`config.mk`:
```
export PLATFORM = sky130hd
export DESIGN_NAME = pfba_word_unit
export DESIGN_NICKNAME = d
export VERILOG_FILES = /design/src/rtl/page_frame_bitmap_allocator_defines.svh /design/src/rtl/pfba_pkg.sv /design/src/rtl/pfba_word_unit.sv
export SDC_FILE = /design/constraint.sdc
export NUM_CORES = 1
export LEC_CHECK = 0
export BUFFER_PORTS_ARGS = -buffer_cell sky130_fd_sc_hd__buf_2
export CORE_MARGIN = 4
export CORE_UTILIZATION = 35
export DETAILED_ROUTE_END_ITERATION = 8
export SYNTH_ARGS = -nofsm -noshare
export SYNTH_HDL_FRONTEND = slang
export SYNTH_SLANG_ARGS = --single-unit
```
`constraint.sdc`:
```
create_clock -name vclk -period 6.97
set_clock_uncertainty 0.2 [all_clocks]
set_input_delay 1.0455 -clock vclk [all_inputs]
set_output_delay 1.0455 -clock vclk [all_outputs]
set_load 0.03 [all_outputs]
```
`src/rtl/page_frame_bitmap_allocator_defines.svh`:
```
// ----------------------------------------------------------------------------
// page_frame_bitmap_allocator_defines
// assertion macros used by the allocator rtl
// ----------------------------------------------------------------------------
`ifndef PAGE_FRAME_BITMAP_ALLOCATOR_DEFINES_SVH
`define PAGE_FRAME_BITMAP_ALLOCATOR_DEFINES_SVH

// same-cycle implication, disabled while in reset
`define PFBA_ASSERT_NOW(lbl, clk, rstn, ante, cons, msg) \
  lbl: assert property (@(posedge clk) disable iff (!rstn) (ante) |-> (cons)) else $error(msg);

// next-cycle implication, disabled while in reset
`define PFBA_ASSERT_NEXT(lbl, clk, rstn, ante, cons, msg) \
  lbl: assert property (@(posedge clk) disable iff (!rstn) (ante) |=> (cons)) else $error(msg);

`endif

```
`src/rtl/pfba_pkg.sv`:
```
// ----------------------------------------------------------------------------
// pfba_pkg
// shared types, codes and constants of the page frame bitmap allocator
// ----------------------------------------------------------------------------
package pfba_pkg;

  localparam int unsigned MapWordsDefault = 1024;
  localparam int unsigned WordBits        = 32;
  localparam int unsigned PageBits        = 20;
  localparam int unsigned PageCntBits     = 21;
  localparam int unsigned ResBits         = 16;
  localparam int unsigned OpBits          = 3;
  localparam int unsigned StatusBits      = 3;

  localparam logic [OpBits-1:0] OP_INIT     = 3'd0;
  localparam logic [OpBits-1:0] OP_ALLOC    = 3'd1;
  localparam logic [OpBits-1:0] OP_ALLOC_AT = 3'd2;
  localparam logic [OpBits-1:0] OP_FREE     = 3'd3;
  localparam logic [OpBits-1:0] OP_QUERY    = 3'd4;

  localparam logic [StatusBits-1:0] ST_OK        = 3'd0;
  localparam logic [StatusBits-1:0] ST_NO_FREE   = 3'd1;
  localparam logic [StatusBits-1:0] ST_NOT_FREE  = 3'd2;
  localparam logic [StatusBits-1:0] ST_PROTECTED = 3'd3;
  localparam logic [StatusBits-1:0] ST_DOUBLE    = 3'd4;
  localparam logic [StatusBits-1:0] ST_RANGE     = 3'd5;

  typedef enum logic [1:0] {
    UK_FILL,
    UK_SCAN,
    UK_SET,
    UK_CLR
  } unit_kind_e;

  typedef struct packed {
    unit_kind_e               kind;
    logic [WordBits-1:0]      word;
    logic [4:0]               bit_idx;
    logic [PageCntBits-1:0]   base;
    logic [PageCntBits-1:0]   limit;
  } unit_req_t;

  typedef struct packed {
    logic [WordBits-1:0] wdata;
    logic                hit;
    logic                not_full;
    logic [4:0]          first_zero;
  } unit_rsp_t;

endpackage

```
`src/rtl/pfba_word_unit.sv`:
```
// ----------------------------------------------------------------------------
// pfba_word_unit
// shared per-word unit: fill mask, first clear bit search, bit set and clear
// ----------------------------------------------------------------------------
module pfba_word_unit import pfba_pkg::*; (
  input  unit_req_t req_i,
  output unit_rsp_t rsp_o
);

  logic [4:0]             first_zero;
  logic                   not_full;
  logic [4:0]             sel_bit;
  logic [WordBits-1:0]    onehot;
  logic [WordBits-1:0]    fill;
  logic [PageCntBits-1:0] diff;

  // lowest page number sits at the msb
  always_comb begin
    first_zero = 5'd31;
    for (int b = WordBits - 1; b >= 0; b--) begin
      if (!req_i.word[WordBits-1-b]) begin
        first_zero = 5'(b);
      end
    end
  end

  assign not_full = ~&req_i.word;
  assign sel_bit  = (req_i.kind == UK_SCAN) ? first_zero : req_i.bit_idx;
  assign onehot   = 32'h8000_0000 >> sel_bit;

  // pages base .. base+31 set where below limit
  assign diff = req_i.limit - req_i.base;
  always_comb begin
    if (req_i.limit <= req_i.base) begin
      fill = '0;
    end else if (diff >= PageCntBits'(WordBits)) begin
      fill = '1;
    end else begin
      fill = ~(32'hFFFF_FFFF >> diff[4:0]);
    end
  end

  always_comb begin
    unique case (req_i.kind)
      UK_FILL: rsp_o.wdata = fill;
      UK_SCAN: rsp_o.wdata = req_i.word | onehot;
      UK_SET:  rsp_o.wdata = req_i.word | onehot;
      UK_CLR:  rsp_o.wdata = req_i.word & ~onehot;
      default: rsp_o.wdata = req_i.word;
    endcase
  end

  assign rsp_o.hit        = |(req_i.word & onehot);
  assign rsp_o.not_full   = not_full;
  assign rsp_o.first_zero = first_zero;

endmodule

```
==> results.cfg <==
[status]
status = finished, final reports clean

[critical_path]
cp.depth = 15
end_kind = output port
path_cells = buf_2 -> inv_1 -> ha_1 -> inv_1 -> fa_1 -> a211oi_4 -> nor2_2 -> nor4_2 -> o31ai_1 -> or4_1 -> nor4_2 -> nand4_2 -> o41a_1 -> or3_4 -> buf_2
arrival_ns = 4.89
crit_slowest_cell = o41a_1
cpPeakStageDelay_ns = 0.63
critPathBufInv = 4
crit_path_end = rsp_o[31]
crit_type = in -> out
critPathLaunchType = input port
crit_required_ns = 5.72
crit_start = req_i[0]
crit_family = simple AND/OR/NAND/NOR gates
worstPathMaxFanout = 10

[cells_and_area]
fin_cells = 787
clkbuf_count = 0
drive_above_1_share_pct = 23.2
ff_latch_area_um2 = 0
area.growth.synth_to_final_pct = 18.8
utilization_pct = 42.6
diodes = 0
nets = 762
fill_cells = 1091
nFlopsAndLatches = 0

[global_route]
overflow = 0
antenna_found_initial = 0
globalRouteTotalUtil_pct = 23.5
grt_pass1_wl_um = 22700
grt_max_degree = 33
grt_pass1_vias = 4408

[floorplanning]
fp.dieW_um = 108
io_pins = 120
die_h_um = 108
core_area_um2 = 9770
start_util_pct = 35.9
core.rowCount = 36
die_area_um2 = 11700

[placed_design]
globalplace.congestion = 0.942
placedCellCount = 787
port_buffers = 120
dpl.hpwl_um = 11600
post-place-ws_ns = 0.873

[synthesis]
synthCells = 560
avgSynthCellArea_um2 = 6.26
synth_top_area_cell = ha_1
synth.most_common_cell = a21oi_1
syn_area_um2 = 3510
yosysWarnings = 0
synth_area_leaders = ha_1, a21oi_1, nand2_1, o21ai_0, nor2_1
mappedNetlistNets = 666
synth_top_cell_area_share_pct = 8.57
ys_seq_area_share_pct = 0
synth_cell_types = 79
synth_commonest_cells = a21oi_1, nand2_1, nor2_1

[sta]
fmax_ghz = 0.163
fin_crit_ns = 6.14
finalSetupViolCount = 0
hold_viol = 0
rsz0062_at_grt = false
maxSlewViolCount = 0
fin_ws_ns = 0.833
finalCritPeriodShare_pct = 88.1
worst_hold_slack_ns = 2.34
timing.setup.tns_ns = 0
tightest_slew_ns = 1.19
relSlewSlack_pct = 21.0

[min_path]
min_path_type = in -> out
hp-start = req_i[78]
hold_depth = 3

[cts]
post_cts.repair.setup_buffers = 0
ctsResizeCount = 0
cts_hold_buf = 0

[pwr]
leakage_nw = 1.87
p_per_area_nw_per_um2 = 103
peakVddDrop_uv = 51.7

[routing]
viasPerCell = 6.23
ant_nets = 0
drt_iter0_markers = 484
dr_total_vias = 4905
routed_wirelength_um = 14700
drc = 0
firstDrtPassIters = 5
post_drt_wl_per_cell_um = 18.7

[flow_run]
cap_violations = 0
-- routing by layer --
| layer | share of wire, % | vias up | track usage (%) |
|---|---|---|---|
| met4 | 2.8 | 0 | 5.59 |
| met5 | 0 | - | 0 |
| met1 | 42 | 2262 | 32.4 |
| met2 | 45 | 285 | 39.5 |
| li1 | - | 2327 | - |
| met3 | 9.5 | 31 | 1.97 |
-- layout by cell type (no fill, tap or decap), types with 8 or more instances in the layout --
cell and n:
buf_2 120, a21oi_1 58, nand2_1 55, nor2_1 44, inv_1 36, o21ai_0 36
ha_1 24, nand3_1 20, nor3_1 20, nand2b_1 14, nand4_1 14, and2_1 13
nor2b_1 12, a211oi_1 11, a21o_1 11, mux2i_1 10, o221ai_1 10, and3_1 8
a211o_1 8, a31oi_1 8
-- per-stage QoR --
step           power, mW  instance area (um2)
2_1_floorplan      0.292                 3510
3_3_place_gp       0.417                 4160
3_5_place_dp       0.419                 4160
4_1_cts            0.422                 4160
5_1_grt            0.462                 4160
6_report           0.430                 4160
-- area by class of cell --
class	count	area [um2]	share of cell area, %
tap	133	166	4.00
multi-input combinational	494	3230	77.6
inverter	36	135	3.25
timing repair buffer	124	631	15.1
-- worst min-delay path by stage --
stage | endpoint | slack (ns)
finish | rsp_o[0] | 2.34
detailed placement | rsp_o[0] | 2.33
floorplan | rsp_o[0] | 2.08
global route | rsp_o[0] | 2.35
CTS | rsp_o[0] | 2.33
global placement | rsp_o[0] | 2.33
-- power breakdown --
part	switching (mW)	leakage (nW)	internal (mW)
logic	0.281	1.87	0.149
registers	0	0	0
clock network	0	0	0
-- cells by family after synthesis --
family	share of synthesized area (%)
muxes	4.46
buffers and inverters	7.82
adders and majority gates	9.14
AOI/OAI and AO/OA	43.3
xor gates and xnor gates	1.75
and+or+nand+nor	33.5
No activity file was read; power rests on OpenSTA's default activity.
